$ cat src/hdl/bis_pkg.sv
// Package for the binary insertion sorter: sizes, element type, cell control
// struct and controller state enum. No dependencies.
`default_nettype none

package bis_pkg;

  localparam int unsigned DEPTH      = 64;
  localparam int unsigned ELEM_WIDTH = 32;
  localparam int unsigned DATA_BYTES = (ELEM_WIDTH + 7) / 8;
  localparam int unsigned TDATA_W    = DATA_BYTES * 8;

  typedef logic signed [ELEM_WIDTH-1:0] elem_t;

  // broadcast to every cell of the chain
  typedef struct packed {
    logic ins_en;  // insert the broadcast element
    logic pop_en;  // shift the chain one place towards cell 0
  } cell_ctrl_t;

  typedef enum logic {
    ST_FILL,
    ST_EMIT
  } state_e;

endpackage

`default_nettype wire

$ cat src/hdl/bis_cell.sv
// One compare-and-shift cell of the sorting chain: holds one element and its
// valid bit. Depends on bis_pkg.
`default_nettype none

module bis_cell (
  input  wire                 clk_i,
  input  wire                 rst_ni,
  input  bis_pkg::cell_ctrl_t ctrl_i,
  input  bis_pkg::elem_t      new_val_i,
  input  bis_pkg::elem_t      left_val_i,
  input  wire                 left_vld_i,
  input  wire                 left_ins_i,
  input  bis_pkg::elem_t      right_val_i,
  input  wire                 right_vld_i,
  output bis_pkg::elem_t      val_o,
  output logic                vld_o,
  output logic                ins_o
);
  import bis_pkg::*;

  elem_t val_q, val_d;
  logic  vld_q, vld_d;

  // empty, or stored element not smaller than the arriving one
  assign ins_o = !vld_q || !(val_q < new_val_i);
  assign val_o = val_q;
  assign vld_o = vld_q;

  always_comb begin
    val_d = val_q;
    vld_d = vld_q;
    if (ctrl_i.ins_en && ins_o) begin
      if (left_ins_i) begin
        val_d = left_val_i;
        vld_d = left_vld_i;
      end else begin
        val_d = new_val_i;
        vld_d = 1'b1;
      end
    end else if (ctrl_i.pop_en) begin
      val_d = right_val_i;
      vld_d = right_vld_i;
    end
  end

  always_ff @(posedge clk_i or negedge rst_ni) begin
    if (!rst_ni) begin
      vld_q <= 1'b0;
    end else begin
      vld_q <= vld_d;
    end
  end

  always_ff @(posedge clk_i) begin
    val_q <= val_d;
  end

endmodule

`default_nettype wire

$ cat config.mk
export PLATFORM = sky130hd
export DESIGN_NAME = bis_cell
export DESIGN_NICKNAME = d
export VERILOG_FILES = /design/src/hdl/bis_pkg.sv /design/src/hdl/bis_cell.sv
export SDC_FILE = /design/constraint.sdc
export NUM_CORES = 1
export LEC_CHECK = 0
export ABC_AREA = 1
export BUFFER_PORTS_ARGS = -buffer_cell sky130_fd_sc_hd__buf_2
export CAP_MARGIN = 15
export CELL_PAD_IN_SITES_DETAIL_PLACEMENT = 0
export CELL_PAD_IN_SITES_GLOBAL_PLACEMENT = 1
export CORE_MARGIN = 8
export CORE_UTILIZATION = 35
export DETAILED_ROUTE_END_ITERATION = 10
export GPL_TIMING_DRIVEN = 0
export PLACE_DENSITY = 0.85
export SLEW_MARGIN = 10
export SYNTH_ARGS = -nofsm -noshare
export SYNTH_HDL_FRONTEND = slang
export SYNTH_SLANG_ARGS = --single-unit
export TNS_END_PERCENT = 5
$ cat constraint.sdc
create_clock -name clk_i -period 5.7 [get_ports clk_i]
set_input_delay 0.855 -clock clk_i [delete_from_list [all_inputs] [get_ports clk_i]]
set_output_delay 0.855 -clock clk_i [all_outputs]
set_load 0.005 [all_outputs]
==> impl_metrics.csv <==
group,metric,value,unit
outcome,status,"complete, no violations",
timing,setup_viol,0,
pwr,power_density,293,mW/mm²
detailed_routing,detail_route.vias_per_cell,4.59,
clock_network,clk_pin_slew,0.07,ns
synthesis,synthCells,322,
floorplan,die_area,0.0106,mm²
layout,layout-drive-gt1-share,39.1,%
synthesis,yosysSeqAreaShare,37.1,%
detailed_routing,avgRoutedWirePerCell,14.6,µm
critical_path,cpMaxStageDelayCell,"nand2_2",
timing,hold_violations,0,
grt,antenna_found_initial,0,
synthesis,synth-simple-area-share,18.9,%
grt,grt_max_degree,33,
synthesis,syn-num-nets,456,
critical_path,path_cells,"buf_2 > inv_1 > ha_1 > a21oi_1 > o21ai_0 > a21oi_1 > nand2_1 > nand2_1 > nand2_1 > nand2_1 > nand3_2 > nand2_4 > buf_4 > nand2_2",
detailed_routing,routed_wl,8260,µm
floorplan,coreArea,0.00729,mm²
clock_network,cts_buffers,5,
grt,gr-max-usage-layer,"met2",
critical_path,timing.critical_path.slowest_cell_delay,0.51,ns
synthesis,synth_edf_count,32,
timing,fmax,318,MHz
timing,fin_skew,0.00524,ns
clock_network,cts_tree,"yes",
synthesis,synth_compound_area_share,18.5,%
synthesis,ys_types,25,
place,gp_congestion,0.804,
floorplan,row_count,31,
grt,use_met2,26.8,%
clock_network,clock-sinks,33,
synthesis,synth_xor_area_share,0,%
layout,areaGrowthSynthToFinish,33.4,%
flow_run,maxCapViolations,0,
detailed_routing,first_pass_iters,4,
place,port-buffer-count,136,
pwr,leakage,1.87,nW
grt,overflow,0,
critical_path,worst_ep_required_time,5.54,ns
grt,grt_pass1_vias,2733,
layout,diodes,0,
grt,grt_pass1_wl,13000,µm
critical_path,start_kind,"input pin",
clock_network,cts_setup_buffers,0,
synthesis,yosys-mux-area-fraction,0.377,%
clock_network,ctsLongestPathBuffers,2,
synthesis,synth.avg_cell_area,8.25,µm²
critical_path,path_buf_inv,3,
critical_path,cp.arrival,2.98,ns
layout,stdcell_count,565,
critical_path,crit_top_cell,"nand2_1",
place,dp_hpwl,6570,µm
min_path,min_path_type,"input pin to async pin",
synthesis,synth_seq_cells,33,
detailed_routing,drtIter0Drc,93,
layout,final_cell_mix,"buf_2, nand2_1, inv_1",
grt,grt_use_met1,18.9,%
synthesis,syn_area,0.00266,mm²
floorplan,start_util,36.4,%
timing,maxSlewHeadroom,44.7,%
floorplan,dieWidth,103,µm
clock_network,clk_latency,0.28,ns
critical_path,crit_family,"simple AND/OR/NAND/NOR gates",
layout,final_common_cell,"buf_2",
pwr,ir_drop,0.136,mV
synthesis,synthFlopType,"edfxtp_1",
grt,grt_use_total,15.7,%
detailed_routing,drc_errors,0,
grt,grt_util_met3,4.12,%
critical_path,worstSetupPathType,"input pin to flip-flop",
place,dp_cells,557,
floorplan,die_height,103,µm
clock_network,postCtsHoldBufs,0,
clock_network,cts_resized,0,
timing,setup-tns-final,0,ns
timing,worst_pin_slew,0.826,ns
timing,fin_crit_sh,55.2,%
synthesis,async_flop_share,3.03,%
timing,rsz0062_at_grt,"no",
layout,fillCellCount,778,
timing,slew_violations,0,
synthesis,synthAdderAreaFrac,14.6,%
critical_path,endpoint_kind,"flip-flop",
layout,fin_nets,599,
critical_path,crit_fanout,32,
clock_network,cts_root_buffer,"clkbuf_8",
synthesis,ys_warn_count,0,
clock_network,h-tree-depth,2,
timing,period_needed,3.14,ns
detailed_routing,vias,2594,
synthesis,synth_top_family_by_area,"simple AND/OR/NAND/NOR gates",
floorplan,ioPinCount,137,
detailed_routing,ant_nets,0,
[worst reg2reg max path, cell delays in order, from the launching register on]
cell      delay, ns
edfxtp_1       0.39
ha_1           0.31
nand2_1        0.06
inv_1          0.05
nand3_1        0.07
nor3_1         0.22
nand2_1        0.08
nand2_1        0.09
nand2_1        0.07
nand3_1        0.09
nand3_2        0.13
nand2_4        0.11
buf_4          0.23
nand2_2        0.51
[sequential cells by signal (all words and copies together), names as in the netlist]
| name | cells |
|---|---|
| vld_o | 1 |
| val_o | 32 |
[cell families after synthesis]
| logic type | count (synthesis) |
|---|---|
| simple gates | 121 |
| mux | 1 |
| flops | 33 |
| fa+ha+maj | 31 |
| buf+inv | 55 |
| compound gates | 81 |
[final timing paths]
kind	start	endpoint	slack, ns	depth (start not counted)
worst max register to register	val_o[15]$_DFFE_PP_	val_o[21]$_DFFE_PP_	2.85	13
worst min register to register	vld_o$_DFFE_PN0P_	vld_o$_DFFE_PN0P_	0.58	2
min in group clk_i	vld_o$_DFFE_PN0P_	vld_o$_DFFE_PN0P_	0.58	2
worst min-delay path	rst_ni	vld_o$_DFFE_PN0P_	0.34	1
worst max-delay path	new_val_i[9]	val_o[21]$_DFFE_PP_	2.56	14
max in group asynchronous	rst_ni	vld_o$_DFFE_PN0P_	5.28	1
[power by group]
group / switching, mW / internal (mW)
sequential: 0.0352 / 0.357
combinational: 0.261 / 0.210
clock: 0.0872 / 0.0869
[Yosys cell counts (2+ instances only)]
library cell   n  area [µm²]
o21ai_1       13        65.1
a21oi_2        3        26.3
a21oi_1       11        55.1
buf_2          2        10.0
nand2_1       93         349
ha_1          31         388
clkbuf_1       6        22.5
o21ai_2       20         175
buf_12         4        80.1
nor2_1        10        37.5
nand2_2        6        37.5
edfxtp_1      32         961
nand3_1        6        30.0
inv_1         41         154
o21ai_0       34         170
[routing by layer]
| metal | part of all wire [%] | vias to the layer above |
|---|---|---|
| met2 | 49 | 94 |
| met4 | 0.98 | 0 |
| met5 | 0 | - |
| li1 | - | 1356 |
| met3 | 7.6 | 4 |
| met1 | 42 | 1140 |
[per-stage QoR]
stage / hold slack (ns) / setup slack (ns) / total power [mW] / cell area, µm² / utilization [%]
global placement: 0.559 / 1.77 / 0.865 / 3460 / 47.5
detailed placement: 0.556 / 2.19 / 0.878 / 3460 / 47.5
CTS: 0.326 / 2.49 / 1.06 / 3540 / 48.6
global route: 0.315 / 2.27 / 1.13 / 3540 / 48.6
floorplan: 0.536 / 2.49 / 0.690 / 2660 / -
finish: 0.335 / 2.56 / 1.04 / 3540 / 48.6
[layout make-up]
| cell class | count | area (µm²) | area share, % |
|---|---|---|---|
| plain buffers | 13 | 120 | 3.39 |
| clock buffers | 8 | 80.1 | 2.26 |
| inverters | 42 | 158 | 4.45 |
| multi-input cells | 234 | 1400 | 39.4 |
| flip-flops and latches | 33 | 986 | 27.8 |
| well taps | 99 | 124 | 3.50 |
| repair buffers | 136 | 681 | 19.2 |
Power figures use the tool's default switching activity.
